**config.mk**
```make
export PLATFORM = sky130hd
export DESIGN_NAME = srec_record_parser_flat
export DESIGN_NICKNAME = d
export VERILOG_FILES = /design/src/srec_pkg.sv /design/src/srec_chan_if.sv /design/src/srec_record_parser.sv /design/src/flat_wrapper.sv
export VERILOG_INCLUDE_DIRS = /design/src /design/src/src
export SDC_FILE = /design/constraint.sdc
export NUM_CORES = 1
export LEC_CHECK = 0
export BUFFER_PORTS_ARGS = -buffer_cell sky130_fd_sc_hd__buf_2
export CORE_ASPECT_RATIO = 0.8
export CORE_MARGIN = 5
export CORE_UTILIZATION = 60
export DETAILED_ROUTE_END_ITERATION = 6
export MAX_ROUTING_LAYER = met4
export PLACE_DENSITY_LB_ADDON = 0.08
export SYNTH_ARGS = -nofsm -noshare
export SYNTH_HDL_FRONTEND = slang
export SYNTH_SLANG_ARGS = --single-unit
```
**constraint.sdc**
```tcl
create_clock -name clk -period 9.17 [get_ports clk]
set_input_delay 0.917 -clock clk [delete_from_list [all_inputs] [get_ports clk]]
set_output_delay 0.917 -clock clk [all_outputs]
set_load 0.02 [all_outputs]
```
**src/assert_macros.svh**
```systemverilog
// ---------------------------------------------------------------------------
// Assertion macros
// Shared concurrent assertion forms, clocked on clk, disabled in reset.
// ---------------------------------------------------------------------------
`ifndef ASSERT_MACROS_SVH
`define ASSERT_MACROS_SVH

// antecedent implies consequent in the same cycle
`define SREC_ASSERT_SAME(lbl, ant, con, msg) \
  lbl: assert property (@(posedge clk) disable iff (!rst_n) (ant) |-> (con)) \
    else $error(msg);

// antecedent implies consequent in the next cycle
`define SREC_ASSERT_NEXT(lbl, ant, con, msg) \
  lbl: assert property (@(posedge clk) disable iff (!rst_n) (ant) |=> (con)) \
    else $error(msg);

`endif

```
**src/srec_pkg.sv**
```systemverilog
// ---------------------------------------------------------------------------
// srec_pkg
// Types, character codes and decode functions for the S-record parser.
// ---------------------------------------------------------------------------
`default_nettype none

package srec_pkg;

  // parse phase, one-hot
  typedef enum logic [5:0] {
    PH_LEAD   = 6'b000001,
    PH_TYPE   = 6'b000010,
    PH_CNT_HI = 6'b000100,
    PH_CNT_LO = 6'b001000,
    PH_PAY_HI = 6'b010000,
    PH_PAY_LO = 6'b100000
  } phase_t;

  localparam logic [7:0] CH_NL = 8'h0A;
  localparam logic [7:0] CH_0  = 8'h30;
  localparam logic [7:0] CH_9  = 8'h39;
  localparam logic [7:0] CH_UA = 8'h41;
  localparam logic [7:0] CH_UF = 8'h46;
  localparam logic [7:0] CH_LA = 8'h61;
  localparam logic [7:0] CH_LF = 8'h66;

  localparam logic [3:0] REC_S0 = 4'd0;
  localparam logic [3:0] REC_S1 = 4'd1;
  localparam logic [3:0] REC_S2 = 4'd2;
  localparam logic [3:0] REC_S3 = 4'd3;
  localparam logic [3:0] REC_S7 = 4'd7;
  localparam logic [3:0] REC_S8 = 4'd8;
  localparam logic [3:0] REC_S9 = 4'd9;

  // hex digit value, anything else reads as zero
  function automatic logic [3:0] nib_of(input logic [7:0] c);
    logic [7:0] t;
    t = 8'd0;
    if (c >= CH_0 && c <= CH_9) begin
      t = c - CH_0;
    end else if (c >= CH_UA && c <= CH_UF) begin
      t = c - CH_UA + 8'd10;
    end else if (c >= CH_LA && c <= CH_LF) begin
      t = c - CH_LA + 8'd10;
    end
    return t[3:0];
  endfunction

  // number of address bytes for a record type
  function automatic logic [2:0] addr_bytes_of(input logic [3:0] t);
    logic [2:0] n;
    case (t)
      REC_S0, REC_S1, REC_S9: n = 3'd2;
      REC_S2, REC_S8:         n = 3'd3;
      REC_S3, REC_S7:         n = 3'd4;
      default:                n = 3'd0;
    endcase
    return n;
  endfunction

endpackage

`default_nettype wire

```
**src/srec_chan_if.sv**
```systemverilog
// ---------------------------------------------------------------------------
// srec channel interfaces
// Valid/ready channels for characters in and parsed results out.
// ---------------------------------------------------------------------------
`default_nettype none

interface srec_in_if;
  logic       valid;
  logic       ready;
  logic [7:0] char_in;

  modport source (output valid, output char_in, input ready);
  modport sink   (input valid, input char_in, output ready);
endinterface

interface srec_out_if;
  logic        valid;
  logic        ready;
  logic [3:0]  record_type;
  logic [31:0] byte_address;
  logic [7:0]  byte_index;
  logic [7:0]  byte_value;
  logic        record_end;
  logic        length_error;

  modport source (output valid, output record_type, output byte_address,
                  output byte_index, output byte_value, output record_end,
                  output length_error, input ready);
  modport sink   (input valid, input record_type, input byte_address,
                  input byte_index, input byte_value, input record_end,
                  input length_error, output ready);
endinterface

`default_nettype wire

```
**src/srec_record_parser.sv**
```systemverilog
// ---------------------------------------------------------------------------
// srec_record_parser
// Streaming S-record parser: one character per transfer in, data bytes with
// their address and a record-end result carrying the checksum out.
// ---------------------------------------------------------------------------
//  channel | dir | payload                                   | results
//  in_ch   | in  | char_in                                   | 0 or 1 per char
//  out_ch  | out | record_type, byte_address, byte_index,    |
//          |     | byte_value, record_end, length_error      |
//
//  One character per cycle sustained while the result side is ready; input
//  register, then result register. A character is decoded against the parse
//  state once the result slot is free; the 32-bit address add sets the path.
//  Synchronous active-low reset clears the parse state and both valids.
//  A stalled result holds the decode stage; the input register takes a new
//  character as soon as its contents move on.
// ---------------------------------------------------------------------------
`default_nettype none

`include "assert_macros.svh"

module srec_record_parser (
  input  wire logic   clk,
  input  wire logic   rst_n,
  srec_in_if.sink     in_ch,
  srec_out_if.source  out_ch
);

  // input register
  logic       in_vld_r;
  logic [7:0] char_r;

  // parse state
  srec_pkg::phase_t phase_r, phase_nxt;
  logic [3:0]  hi_r, hi_nxt;
  logic [3:0]  type_r, type_nxt;
  logic [7:0]  byte_cnt_r, byte_cnt_nxt;
  logic [31:0] base_r, base_nxt;
  logic [7:0]  data_cnt_r, data_cnt_nxt;
  logic [7:0]  csum_r, csum_nxt;

  // result register
  logic        out_vld_r;
  logic [3:0]  res_type_r, res_type_nxt;
  logic [31:0] res_addr_r, res_addr_nxt;
  logic [7:0]  res_idx_r, res_idx_nxt;
  logic [7:0]  res_val_r, res_val_nxt;
  logic        res_end_r, res_end_nxt;
  logic        res_lerr_r, res_lerr_nxt;

  logic       fire;
  logic       emit;
  logic       is_nl;
  logic [3:0] nib;
  logic [2:0] ab;
  logic [7:0] byte_val;
  logic [8:0] k_inc;
  logic [7:0] idx;

  assign fire     = in_vld_r && (!out_vld_r || out_ch.ready);
  assign in_ch.ready = !in_vld_r || fire;

  assign is_nl    = (char_r == srec_pkg::CH_NL);
  assign nib      = srec_pkg::nib_of(char_r);
  assign ab       = srec_pkg::addr_bytes_of(type_r);
  assign byte_val = {hi_r, nib};
  assign k_inc    = {1'b0, data_cnt_r} + 9'd1;
  assign idx      = data_cnt_r - {5'b0, ab};

  always_comb begin
    phase_nxt    = phase_r;
    hi_nxt       = hi_r;
    type_nxt     = type_r;
    byte_cnt_nxt = byte_cnt_r;
    base_nxt     = base_r;
    data_cnt_nxt = data_cnt_r;
    csum_nxt     = csum_r;
    emit         = 1'b0;
    res_type_nxt = type_r;
    res_addr_nxt = base_r;
    res_idx_nxt  = 8'd0;
    res_val_nxt  = csum_r;
    res_end_nxt  = 1'b1;
    res_lerr_nxt = (byte_cnt_r < ({5'b0, ab} + 8'd1));

    if (fire) begin
      if (is_nl) begin
        emit         = 1'b1;
        phase_nxt    = srec_pkg::PH_LEAD;
        hi_nxt       = 4'd0;
        type_nxt     = 4'd0;
        byte_cnt_nxt = 8'd0;
        base_nxt     = 32'd0;
        data_cnt_nxt = 8'd0;
        csum_nxt     = 8'd0;
      end else begin
        case (phase_r)
          srec_pkg::PH_LEAD: begin
            phase_nxt = srec_pkg::PH_TYPE;
          end
          srec_pkg::PH_TYPE: begin
            type_nxt  = nib;
            phase_nxt = srec_pkg::PH_CNT_HI;
          end
          srec_pkg::PH_CNT_HI: begin
            hi_nxt    = nib;
            phase_nxt = srec_pkg::PH_CNT_LO;
          end
          srec_pkg::PH_CNT_LO: begin
            byte_cnt_nxt = byte_val;
            phase_nxt    = srec_pkg::PH_PAY_HI;
          end
          srec_pkg::PH_PAY_HI: begin
            // bytes past the count are ignored until newline
            if (data_cnt_r < byte_cnt_r) begin
              hi_nxt    = nib;
              phase_nxt = srec_pkg::PH_PAY_LO;
            end
          end
          srec_pkg::PH_PAY_LO: begin
            phase_nxt    = srec_pkg::PH_PAY_HI;
            data_cnt_nxt = k_inc[7:0];
            if (k_inc == {1'b0, byte_cnt_r}) begin
              csum_nxt = byte_val;
            end
            if (data_cnt_r < {5'b0, ab}) begin
              base_nxt = {base_r[23:0], byte_val};
            end else if (k_inc < {1'b0, byte_cnt_r}) begin
              emit         = 1'b1;
              res_addr_nxt = base_r + {24'd0, idx};
              res_idx_nxt  = idx;
              res_val_nxt  = byte_val;
              res_end_nxt  = 1'b0;
              res_lerr_nxt = 1'b0;
            end
          end
          default: begin
            phase_nxt = srec_pkg::PH_LEAD;
          end
        endcase
      end
    end
  end

  always_ff @(posedge clk) begin
    if (!rst_n) begin
      in_vld_r   <= 1'b0;
      out_vld_r  <= 1'b0;
      phase_r    <= srec_pkg::PH_LEAD;
      hi_r       <= 4'd0;
      type_r     <= 4'd0;
      byte_cnt_r <= 8'd0;
      base_r     <= 32'd0;
      data_cnt_r <= 8'd0;
      csum_r     <= 8'd0;
    end else begin
      if (in_ch.ready) begin
        in_vld_r <= in_ch.valid;
      end
      if (fire) begin
        out_vld_r <= emit;
      end else if (out_ch.ready) begin
        out_vld_r <= 1'b0;
      end
      phase_r    <= phase_nxt;
      hi_r       <= hi_nxt;
      type_r     <= type_nxt;
      byte_cnt_r <= byte_cnt_nxt;
      base_r     <= base_nxt;
      data_cnt_r <= data_cnt_nxt;
      csum_r     <= csum_nxt;
    end
  end

  // payload registers, no reset
  always_ff @(posedge clk) begin
    if (in_ch.ready && in_ch.valid) begin
      char_r <= in_ch.char_in;
    end
    if (fire && emit) begin
      res_type_r <= res_type_nxt;
      res_addr_r <= res_addr_nxt;
      res_idx_r  <= res_idx_nxt;
      res_val_r  <= res_val_nxt;
      res_end_r  <= res_end_nxt;
      res_lerr_r <= res_lerr_nxt;
    end
  end

  assign out_ch.valid        = out_vld_r;
  assign out_ch.record_type  = res_type_r;
  assign out_ch.byte_address = res_addr_r;
  assign out_ch.byte_index   = res_idx_r;
  assign out_ch.byte_value   = res_val_r;
  assign out_ch.record_end   = res_end_r;
  assign out_ch.length_error = res_lerr_r;

  // payload bytes taken never run past the count
  `SREC_ASSERT_SAME(a_cnt_bound, 1'b1, data_cnt_r <= byte_cnt_r,
                    "data counter beyond byte count")

  // a free result slot never blocks the input side
  `SREC_ASSERT_SAME(a_no_bubble, !out_vld_r || out_ch.ready, in_ch.ready,
                    "input stalled with result slot free")

  // newline returns the parser to the lead character with cleared counters
  `SREC_ASSERT_NEXT(a_nl_clear, fire && is_nl,
                    phase_r == srec_pkg::PH_LEAD && data_cnt_r == 8'd0 &&
                    byte_cnt_r == 8'd0 && out_vld_r && res_end_r,
                    "newline did not end the record")

  // a data result is never flagged as a length error
  `SREC_ASSERT_NEXT(a_data_flag, fire && emit && !is_nl,
                    out_vld_r && !res_end_r && !res_lerr_r,
                    "data result carries record-end or length error")

endmodule

`default_nettype wire

```
**src/flat_wrapper.sv**
```systemverilog
// flat-port wrapper written by rule: the top's interface ports become plain ports
module srec_record_parser_flat 
  (clk, rst_n, in_ch_valid, in_ch_char_in, in_ch_ready, out_ch_valid, out_ch_record_type, out_ch_byte_address, out_ch_byte_index, out_ch_byte_value, out_ch_record_end, out_ch_length_error, out_ch_ready);
  srec_in_if in_ch_i ();
  srec_out_if out_ch_i ();
  input  wire logic clk;
  input  wire logic rst_n;
  input wire logic [$bits(in_ch_i.valid)-1:0] in_ch_valid;
  input wire logic [$bits(in_ch_i.char_in)-1:0] in_ch_char_in;
  output wire logic [$bits(in_ch_i.ready)-1:0] in_ch_ready;
  output wire logic [$bits(out_ch_i.valid)-1:0] out_ch_valid;
  output wire logic [$bits(out_ch_i.record_type)-1:0] out_ch_record_type;
  output wire logic [$bits(out_ch_i.byte_address)-1:0] out_ch_byte_address;
  output wire logic [$bits(out_ch_i.byte_index)-1:0] out_ch_byte_index;
  output wire logic [$bits(out_ch_i.byte_value)-1:0] out_ch_byte_value;
  output wire logic [$bits(out_ch_i.record_end)-1:0] out_ch_record_end;
  output wire logic [$bits(out_ch_i.length_error)-1:0] out_ch_length_error;
  input wire logic [$bits(out_ch_i.ready)-1:0] out_ch_ready;
  assign in_ch_i.valid = in_ch_valid;
  assign in_ch_i.char_in = in_ch_char_in;
  assign in_ch_ready = in_ch_i.ready;
  assign out_ch_valid = out_ch_i.valid;
  assign out_ch_record_type = out_ch_i.record_type;
  assign out_ch_byte_address = out_ch_i.byte_address;
  assign out_ch_byte_index = out_ch_i.byte_index;
  assign out_ch_byte_value = out_ch_i.byte_value;
  assign out_ch_record_end = out_ch_i.record_end;
  assign out_ch_length_error = out_ch_i.length_error;
  assign out_ch_i.ready = out_ch_ready;
  srec_record_parser u_core (.clk(clk), .rst_n(rst_n), .in_ch(in_ch_i), .out_ch(out_ch_i));
endmodule
```
* Yosys cells after proc, flatten, opt, wreduce, memory -nomap -nowiden
Index checks and enable logic that the tools add are counted.
Widths: inputs -> output; s select.
** Storage, ports and cells
- Register bits after elaboration :: 134
- Output and inout port bits :: 56
** Operators by class
- Mux-type cells :: 45
- Order comparisons :: 10
- Equality and inequality tests :: 15
- Bitwise logic cells :: 3
- $add $sub $neg :: 9
- Reductions and logical operators :: 31
** Operators with widths (count)
- $mux 32 :: 8
- $mux 8 :: 12
- $add 32x8->32 :: 1
- $pmux 6 s5 :: 1
- $mux 4 :: 7
- $ge 8x7->1 const B :: 2
- $le 8x7->1 const B :: 2
- $lt 8x8->1 :: 2
- $mux 1 :: 13
- $mux 6 :: 2
- $reduce_bool 2->1 :: 6
- $sub 4x1->4 const B :: 3
- $add 8x1->9 const B :: 1
- $eq 9x8->1 :: 1
- $lt 9x8->1 :: 1
- $pmux 3 s3 :: 1
- $reduce_and 3->1 :: 3
- $add 4x4->4 const B :: 2
- $eq 4x2->1 const B :: 2
- $eq 4x4->1 const B :: 2
- $eq 8x4->1 const B :: 1
- $ge 8x6->1 const B :: 1
- $le 8x6->1 const B :: 1
- $lt 8x3->1 :: 1
- other kinds (23) :: 37

* Logic depth before layout (Yosys ltp)
Gate-level depths: netlist of run 1.
- Depth in word-level cells :: 10
- Depth in mapped cells :: 18
- Mapped depth without buffers :: 17

* Least setup slack after synthesis of run 1
OpenSTA, ideal clock, no wires.
- Path type :: register to register
- Start :: register u_core.data_cnt_r[1]
- End :: register u_core.res_addr_r[0], in the netlist u_core.out_ch.byte_address[0], enable pin
- Stages on the path, launching flop included :: 12
- Buffers on the path :: 0
- Slack :: 4.089 ns
- Library setup time :: 0.466 ns
- Period minus slack after synthesis :: 5.081 ns
- Data arrival time :: 4.615 ns
- Required time :: 8.704 ns
- Cell sequence :: dfxtp_1 -> ha_1 -> nand3_1 -> nor2_1 -> xor2_1 -> ha_1 -> a211oi_1 -> o21ai_1 -> o221ai_1 -> nand3b_1 -> and2_1 -> nor2_1
** On the way
- Longest elaborated chain between the ends :: 8
- Elaborated cells on any way between the ends :: 9
- Classes of those cells :: add/sub (1); order compare (2); mux (5); reduce/logical (1)
** Ends and longest elaborated chain
- start, declared :: line srec_record_parser.sv:39 : logic [7:0] data_cnt_r, data_cnt_nxt;
- start signal, assigned :: line srec_record_parser.sv:170 : data_cnt_r <= data_cnt_nxt;
- $add 8x1->9 :: line srec_record_parser.sv:67 : assign k_inc = {1'b0, data_cnt_r} + 9'd1;
- $lt 9x8->1 :: line srec_record_parser.sv:128 : end else if (k_inc < {1'b0, byte_cnt_r}) begin
- $mux 1 :: line srec_record_parser.sv:128
- $mux 1 (*) :: line srec_record_parser.sv:126 : if (data_cnt_r < {5'b0, ab}) begin
- $mux 1 (*) :: line srec_record_parser.sv:97 : case (phase_r)
- $mux 1 (*) :: line srec_record_parser.sv:87 : if (is_nl) begin
- $mux 1 (*) :: line srec_record_parser.sv:86 : if (fire) begin
- $logic_and 1x1->1 (*) :: line srec_record_parser.sv:180 : if (fire && emit) begin
- end signal, assigned :: line srec_record_parser.sv:182 : res_addr_r <= res_addr_nxt;
- end, declared :: line srec_record_parser.sv:45 : logic [31:0] res_addr_r, res_addr_nxt;
Every way passes the cells marked *; elsewhere a longest branch is shown, timed or not.
A chain may end at the register's enable or synchronous reset.

* Final worst setup path of run 1
- Start :: register u_core.type_r[1], in the netlist u_core.res_type_nxt[1]
- End :: register u_core.res_addr_r[15], in the netlist u_core.out_ch.byte_address[15] (data pin)
** On the way
- Longest elaborated chain between the ends :: 10
- Elaborated cells on any way between the ends :: 19
- Classes of those cells :: add/sub (2); order compare (1); eq/ne (6); mux (6); reduce/logical (4)
** Ends and longest elaborated chain
- start, declared :: line srec_record_parser.sv:36 : logic [3:0] type_r, type_nxt;
- start signal, assigned :: line srec_record_parser.sv:167 : type_r <= type_nxt;
- $eq 4x1->1, or another cell as far along :: line srec_pkg.sv:52 : case (t)
- $reduce_or 3->1 or $reduce_or 2->1 (tied branches) :: line srec_pkg.sv:52
- $pmux 3 s3 (*) :: line srec_pkg.sv:52
- $sub 8x3->8 (*) :: line srec_record_parser.sv:68 : assign idx = data_cnt_r - {5'b0, ab};
- net u_core.idx[7] :: line srec_record_parser.sv:58 : logic [7:0] idx;
- $add 32x8->32 (*) :: line srec_record_parser.sv:130 : res_addr_nxt = base_r + {24'd0, idx};
- $mux 32 (*) :: line srec_record_parser.sv:128
- $mux 32 (*) :: line srec_record_parser.sv:126
- $mux 32 (*) :: line srec_record_parser.sv:97
- $mux 32 (*) :: line srec_record_parser.sv:87
- $mux 32 (*) :: line srec_record_parser.sv:86
- net u_core.res_addr_nxt[15] :: line srec_record_parser.sv:45
Mark *: on every way through the listed nets, which the timed path passes. The rest lies on a longest branch.

==> flow_summary.toml, run 1 <==
[yosys]
ys_types = 72
ys_seq_elements = 134
yosysSeqAreaShare = 0.470
ys_warn_count = 0
ys.flop_type = "dfxtp_1"
synth_cells = 716
netlist_area_sq_mm = 0.00703
synth-async-reset-ratio = 0
syn_area_per_cell_sq_um = 9.81
synth-edff-count = 62
syn_nets = 767

[placed_design]
dp.cells = 897
hpwl_microns = 11200
port_buffers = 67
dpl_worst_slack_ps = 4120
globalplace.congestion = 0.887

[flow_run]
maxCapViolCount = 0

[clock_tree]
postCtsSetupBuffers = 0
postCtsHoldBufs = 0
cts_buffer_depth = 2
clk_pin_slew_ps = 60
post_cts_resized = 0
insertion_delay_ps = 420
cts_made_buffers = 17
htree_levels = 4
clkSinkCount = 134
cts_tree = "yes"
cts-root-buf = "clkbuf_16"

[global_route]
antenna_found_initial = 0
grt_pass1_wl_microns = 27100
grt.overflow.total = 0
grt_max_degree = 71
grt_pass1_vias = 5223
grt_usage = 0.253

[sta]
rsz0062_at_grt = "false"
max_freq_mhz = 195
hold_viol = 0
hold-worst-slack_ps = 464
tightest_slew_ps = 1220
finalCriticalPeriod_ps = 5120
post-route-period-util = 0.558
finalMaxSlewViolations = 0
max_slew_margin = 0.185
setup_violations = 0
fin_ws_ps = 4050
finClkSkew_ps = 6.61
tns_ps = 0

[route]
routed_wl_microns = 16400
ant_nets = 0
initialDrtViolationCount = 555
vias = 5490
post-route-drc-count = 0
wl_per_cell_microns = 17.6
first_pass_iters = 6
vias_per_cell = 5.91

[min_path]
min_path_type = "reg -> reg"

[cells_and_area]
n_antenna_cell = 0
nets = 819
nFillCells = 884
mostFrequentLayoutCells = "nand2_1, dfxtp_1, buf_2"
multi_input_area_sq_mm = 0.00341
drive_gt1_frac = 0.168
layout_commonest_cell = "nand2_1"
regArea_sq_mm = 0.00330
final_cells = 929
area_delta_synth_final_pct = 12.9

[floorplanning]
num_rows = 35
fp.dieW_microns = 131
ios = 68
fp.dieH_microns = 107
die_area_sq_mm = 0.0140
start_util = 0.612
core_sq_mm = 0.0115

[power]
ir_drop_mv = 0.155
p_leak_nw = 3.11
p_per_area_mw_per_mm2 = 166

[critical_path]
worstPathMaxFanout = 12
crit_type = "reg -> reg"
cp.arrival_ps = 5280
crit_path_end_kind = "flip-flop"
cp_data_required_time_ps = 9330
critPathLaunchType = "flip-flop"

[run_status]
outcome = "finished clean"
[layer usage]
layer / vias to the layer above / global-route usage / routed length, microns
li1: 2657 / - / -
met1: 2616 / 0.350 / 7540
met2: 195 / 0.366 / 7170
met3: 22 / 0.0717 / 1450
met4: 0 / 0.0675 / 206
met5: - / - / 0
[worst paths after layout]
path | start | endpoint | slack (ps) | depth (start not counted)
setup / recovery | u_core.res_type_nxt[1] | u_core.out_ch.byte_address[15] | 4050 | 16
hold / removal | u_core.base_r[31] | u_core.base_r[31] | 460 | 2
setup reg to reg | u_core.res_type_nxt[1] | u_core.out_ch.byte_address[15] | 4050 | 16
hold reg to reg | u_core.base_r[31] | u_core.base_r[31] | 460 | 2
[worst max-delay path, stage by stage (launching register included)]
cell and delay [ps]:
dfxtp_1 410, xnor2_1 100, or3_1 350, ha_1 210, nor2_1 210, nor2_1 90, ha_1 280, nor2b_1 130
o21ai_1 160, or4b_1 490, or3_1 340, xnor2_1 240, ha_1 340, and3_1 210, a21boi_1 940, nor3_1 160
xor2_1 200
[cells by family after synthesis]
group	count (synthesis)	share of synthesized area
and+or+nand+nor	290	0.224
AOI/OAI and AO/OA	137	0.122
DFF	134	0.470
buffers and inverters	63	0.0449
xor gates and xnor gates	44	0.0549
adders and majority gates	39	0.0716
muxes	9	0.0130
[power by group]
part           leakage (nW)  switching [mW]  internal [mW]
logic                  1.66          0.0200         0.0104
registers              1.17         0.00497          0.625
clock network         0.274           0.262          0.391
[synth_stat cells, types with 3 or more instances]
library cell	number	area (sq um)
nand2_1	91	342
dfxtp_1	72	1440
edfxtp_1	62	1860
a21oi_1	59	295
nor2_1	58	218
ha_1	37	463
nand3_1	36	180
xor2_1	27	236
inv_1	25	93.8
a211oi_1	17	128
xnor2_1	17	149
o21ai_0	16	80.1
nor2b_1	15	93.8
clkbuf_1	14	52.6
nor3_1	12	60.1
nand4_1	11	68.8
o21ai_1	11	55.1
and2_1	9	56.3
buf_2	9	45.0
buf_4	8	60.1
mux2i_1	8	80.1
a22oi_1	7	52.6
buf_6	5	56.3
nand2b_1	5	31.3
nor4_1	5	31.3
nor4_2	4	50.1
or3_1	4	25.0
a21o_1	3	22.5
a31oi_1	3	18.8
nand3b_1	3	22.5
nand4b_1	3	26.3
nor3_2	3	30.0
o21a_1	3	22.5
o21bai_1	3	22.5
or2_0	3	18.8
[through the flow]
stage               power (mW)   util  cell area [sq um]
finish                    1.31  0.691               7930
global route              1.36  0.691               7930
CTS                       1.32  0.691               7930
detailed placement       0.673  0.641               7360
global placement         0.672  0.641               7360
floorplan                0.663      -               7030
[flip-flops by register name (all words and copies together) (netlist names), 4 cells and up]
| signal | flops |
|---|---|
| u_core.csum_r | 8 |
| u_core.hi_r | 4 |
| u_core.out_ch.byte_address | 32 |
| u_core.data_cnt_r | 8 |
| u_core.res_type_nxt | 4 |
| u_core.out_ch.byte_index | 8 |
| u_core.char_r | 8 |
| u_core.out_ch.byte_value | 8 |
| u_core.base_r | 32 |
| u_core.byte_cnt_r | 8 |
| u_core.phase_r | 6 |
| u_core.out_ch.record_type | 4 |
[final cells by class]
type	count	share of cell area
Clock inverter	9	0.00789
Multi-Input combinational cell	519	0.431
Tap cell	148	0.0234
Timing Repair Buffer	70	0.0451
Sequential cell	134	0.417
Inverter	26	0.0123
Clock buffer	23	0.0642
Power figures use the tool's default switching activity.
==> run 2, diff against run 1 <==
==> constraint.sdc (replaced) <==
create_clock -name clk -period 4.9 [get_ports clk]
set_input_delay 0.49 -clock clk [delete_from_list [all_inputs] [get_ports clk]]
set_output_delay 0.49 -clock clk [all_outputs]
set_load 0.02 [all_outputs]
==> run 2 against run 1 <==
Net effect: via count grew 1.0%; cell count grew 0.43%; power grew 89%; non-clock buffer count grew 4; first-iteration DRC count shrank 13%; critical path type unchanged.
==> flow_summary.toml, run 2 (synthesis results as in run 1) <==
[run_status]
outcome = "finished clean"

[placed_design]
dpl_worst_slack_ps = 423
hpwl_microns = 11500
globalplace.congestion = 0.927
place_area_sq_mm = 0.00739
dp.cells = 901
port_buffers = 67

[clock_tree]
cts_buffer_depth = 2
insertion_delay_ps = 420
cts-root-buf = "clkbuf_16"
clk_pin_slew_ps = 60
cts_tree = "yes"
cts_made_buffers = 17
clkSinkCount = 134
postCtsSetupBuffers = 0
postCtsHoldBufs = 0
htree_levels = 4
post_cts_resized = 0

[route]
wl_per_cell_microns = 17.7
initialDrtViolationCount = 481
post-route-drc-count = 0
routed_wl_microns = 16500
vias_per_cell = 5.94
ant_nets = 0
vias = 5546
first_pass_iters = 5

[sta]
post-route-period-util = 0.924
setup_violations = 0
fin_ws_ps = 373
max_freq_mhz = 221
rsz0062_at_grt = "false"
finalMaxSlewViolations = 0
finClkSkew_ps = 8.49
tightest_slew_ps = 1060
hold_viol = 0
finalCriticalPeriod_ps = 4530
max_slew_margin = 0.293
tns_ps = 0

[power]
p_per_area_mw_per_mm2 = 311
p_leak_nw = 3.14
ir_drop_mv = 0.268

[floorplanning]
core_sq_mm = 0.0115
start_util = 0.612
num_rows = 35
ios = 68
die_area_sq_mm = 0.0140
fp.dieH_microns = 107
fp.dieW_microns = 131

[critical_path]
crit_type = "reg -> reg"
critPathLaunchType = "flip-flop"
cp_data_required_time_ps = 5060
worstPathMaxFanout = 5
cp.arrival_ps = 4680
crit_path_end_kind = "flip-flop"

[global_route]
grtUsageMet1 = 0.364
grt_max_degree = 54
grt-busiest-layer = "met1"
grt_pass1_vias = 5180
grt_pass1_wl_microns = 26500
grt_usage = 0.251
grt_use_met2 = 0.348
grt_util_met3 = 0.0682
grt.overflow.total = 0
antenna_found_initial = 0

[cells_and_area]
nets = 823
design_area_sq_mm = 0.00797
area_delta_synth_final_pct = 13.4
nFillCells = 872
drive_gt1_frac = 0.173
final_cells = 933
layout_commonest_cell = "nand2_1"
n_antenna_cell = 0
mostFrequentLayoutCells = "nand2_1, dfxtp_1, buf_2"
final_core_util = 0.694

[min_path]
min_path_type = "in -> reg"

[flow_run]
maxCapViolCount = 0
-- run 2: cell count changes in the layout (fill, tap and decap cells not counted), sizes merged --
| cell | previous run | this run |
|---|---|---|
| bufinv | 0 | 2 |
| clkbuf | 23 | 17 |
| clkinv | 1 | 8 |
| clkinvlp | 4 | 1 |
| buf | 70 | 74 |
-- run 2: power by group --
group	total (mW)	switching, mW	internal [mW]
logic	0.0578	0.0382	0.0195
registers	1.18	0.00947	1.17
clock network	1.24	0.493	0.750
total	2.48	0.541	1.94
-- run 2: cell type report --
type	instances	area [sq um]	share of cell area
multi-input cells	519	3410	0.429
flip-flops and latches	134	3300	0.415
clock buffers	17	425	0.0534
repair buffers	74	388	0.0487
well taps	148	185	0.0232
clock inverters	15	153	0.0192
inverters	26	97.6	0.0123
-- run 2: worst max-delay path, stage by stage, from the launching register on --
cell	delay, ps
dfxtp_1	420
xnor2_1	110
or3_1	370
ha_1	220
nor2_1	190
nor2_1	90
ha_1	280
nor2b_1	130
o21ai_1	150
or4b_1	490
or3_1	350
xnor2_1	160
ha_1	390
nand2_1	100
o21ai_0	450
nand4_1	180
xnor2_1	200
-- run 2: per-stage QoR --
step	hold slack [ps]	power (mW)
2_1_floorplan	437	1.24
3_3_place_gp	442	1.26
3_5_place_dp	451	1.26
4_1_cts	226	2.50
5_1_grt	227	2.57
6_report	241	2.48
-- run 2: final timing paths --
kind                                              from  depth (start not counted)                             end  slack (ps)
worst min register to register        u_core.csum_r[0]                          2                u_core.csum_r[0]         460
worst min-delay path                  in_ch_char_in[7]                          1                u_core.char_r[7]         240
worst max-delay path            u_core.res_type_nxt[1]                         16  u_core.out_ch.byte_address[10]         370
worst max register to register  u_core.res_type_nxt[1]                         16  u_core.out_ch.byte_address[10]         370
-- run 2: per-layer routing --
metal	share of wire	wire [microns]	up-vias
met5	0	0	-
met1	0.48	7880	2652
met2	0.43	7080	203
li1	-	-	2669
met4	0.013	219	0
met3	0.079	1300	22
==> run 3, diff against run 2 <==
--- a/config.mk
+++ b/config.mk
@@ -12,7 +12,8 @@
 export CORE_UTILIZATION = 60
 export DETAILED_ROUTE_END_ITERATION = 6
 export MAX_ROUTING_LAYER = met4
-export PLACE_DENSITY_LB_ADDON = 0.08
+export PLACE_DENSITY = 0.89
+export SKIP_LAST_GASP = 1
 export SYNTH_ARGS = -nofsm -noshare
 export SYNTH_HDL_FRONTEND = slang
 export SYNTH_SLANG_ARGS = --single-unit
==> run 3 against run 2 <==
Net effect: clock-buffer cell count up 4; maximum frequency down 0.95%; die area stayed put; clock skew down 3.1 ps; wire length barely moved; cell count is 0.32% lower; final area rose by 0.22%; power up 2.0%.
==> flow_summary.toml, run 3 (synthesis results as in run 1) <==
[run_status]
outcome = "finished clean"

[floorplanning]
fp.dieH_microns = 107
fp.dieW_microns = 131
core_sq_mm = 0.0115
num_rows = 35
die_area_sq_mm = 0.0140
start_util = 0.612
ios = 68

[sta]
post-route-period-util = 0.933
hold_viol = 0
finalMaxSlewViolations = 0
max_freq_mhz = 219
rsz0062_at_grt = "false"
max_slew_margin = 0.243
setup_violations = 0
finClkSkew_ps = 5.37
finalCriticalPeriod_ps = 4570
tns_ps = 0
hold-worst-slack_ps = 246
tightest_slew_ps = 1140

[placed_design]
port_buffers = 67
place_area_sq_mm = 0.00737
dp.cells = 898
hpwl_microns = 11400
globalplace.congestion = 0.947

[critical_path]
critPathLaunchType = "flip-flop"
path_depth = 16
cp_data_required_time_ps = 5050
crit_type = "reg -> reg"
crit_top_cell = "ha_1"
cpMaxStageDelayCell = "or4b_1"
path_buf_inv = 0
slowest_delay_ps = 480
worstPathMaxFanout = 8
crit_family = "simple AND/OR/NAND/NOR gates"
reg2reg_depth = 16
cp.arrival_ps = 4720
crit_path_end_kind = "flip-flop"
worstPathCellList = "xnor2_1, or3_1, ha_1, nor2_1, nor2_1, ha_1, nor2b_1, o21ai_1, or4b_1, or3_1, xnor2_1, ha_1, a21oi_1, o21a_1, nor3_1, xor2_1"

[global_route]
grt_pass1_wl_microns = 27000
grt_pass1_vias = 5389
grt.overflow.total = 0
grt_usage = 0.253
grt_max_degree = 71
antenna_found_initial = 0

[clock_tree]
postCtsHoldBufs = 0
clkSinkCount = 134
post_cts_resized = 0
cts_buffer_depth = 2
cts-root-buf = "clkbuf_16"
htree_levels = 4
cts_made_buffers = 17
postCtsSetupBuffers = 0
insertion_delay_ps = 420
cts_tree = "yes"
clk_pin_slew_ps = 60

[cells_and_area]
nets = 820
final_cells = 930
area_delta_synth_final_pct = 13.6
layout_commonest_cell = "nand2_1"
n_antenna_cell = 0
drive_gt1_frac = 0.168
nFillCells = 822
mostFrequentLayoutCells = "nand2_1, dfxtp_1, buf_2"
design_area_sq_mm = 0.00798

[route]
wl_per_cell_microns = 17.7
vias = 5625
initialDrtViolationCount = 644
first_pass_iters = 5
routed_wl_microns = 16500
post-route-drc-count = 0
ant_nets = 0
vias_per_cell = 6.05

[power]
ir_drop_mv = 0.413
p_comb_frac = 0.022
p_sw_mw = 0.521
p_clk_frac = 0.512
seq_power_share = 0.466
p_leak_nw = 3.14
swShare = 0.206
p_per_area_mw_per_mm2 = 317
p_int_mw = 2.01

[min_path]
min_path_type = "in -> reg"
hold_depth = 1

[flow_run]
maxCapViolCount = 0
==> run 3: cell types whose count changed in the layout (fill, tap and decap cells not counted), moves of 2 or more <==
cell and delta:
inv_4 -2, buf_4 -3, clkinv_4 -2, clkbuf_16 +2, clkinv_1 +2, clkinv_2 -2
==> run 3: worst register-to-register path, stage by stage, from the launching register on <==
cell and delay, ps:
dfxtp_1 420, xnor2_1 100, or3_1 360, ha_1 220, nor2_1 220, nor2_1 100, ha_1 280, nor2b_1 130
o21ai_1 150, or4b_1 480, or3_1 340, xnor2_1 150, ha_1 360, a21oi_1 220, o21a_1 450, nor3_1 150
xor2_1 180
==> run 3: worst paths after layout <==
path / from / endpoint / slack (ps)
setup / recovery: u_core.res_type_nxt[1] / u_core.out_ch.byte_address[22] / 330
hold / removal: in_ch_char_in[0] / u_core.char_r[0] / 250
setup reg to reg: u_core.res_type_nxt[1] / u_core.out_ch.byte_address[22] / 330
hold reg to reg: u_core.csum_r[2] / u_core.csum_r[2] / 470
==> run 3: power groups by stage <==
stage / registers [mW] / clock network, mW / logic (mW)
floorplan: 1.20 / 0 / 0.0395
global placement: 1.20 / 0 / 0.0524
detailed placement: 1.20 / 0 / 0.0552
CTS: 1.18 / 1.31 / 0.0557
global route: 1.18 / 1.37 / 0.0617
finish: 1.18 / 1.30 / 0.0563
==> run 3: final cells by class <==
class	instances	area [sq um]	area share
multi-input cells	519	3420	0.428
flip-flops and latches	134	3300	0.414
clock buffers	21	493	0.0617
repair buffers	71	365	0.0458
well taps	148	185	0.0232
clock inverters	11	119	0.0149
inverters	26	97.6	0.0122
==> run 3: metal layers <==
layer | vias up | GRT usage | share of wire
met3 | 39 | 0.0598 | 0.095
met5 | - | - | 0
met1 | 2641 | 0.334 | 0.42
met4 | 0 | 0.0844 | 0.017
met2 | 287 | 0.384 | 0.46
li1 | 2658 | - | -
==> run 3: through the flow <==
step,total power [mW],utilization,setup slack [ps]
2_1_floorplan,1.24,-,735
3_3_place_gp,1.25,0.642,618
3_5_place_dp,1.26,0.642,369
4_1_cts,2.54,0.695,331
5_1_grt,2.61,0.696,28.5
6_report,2.53,0.696,330
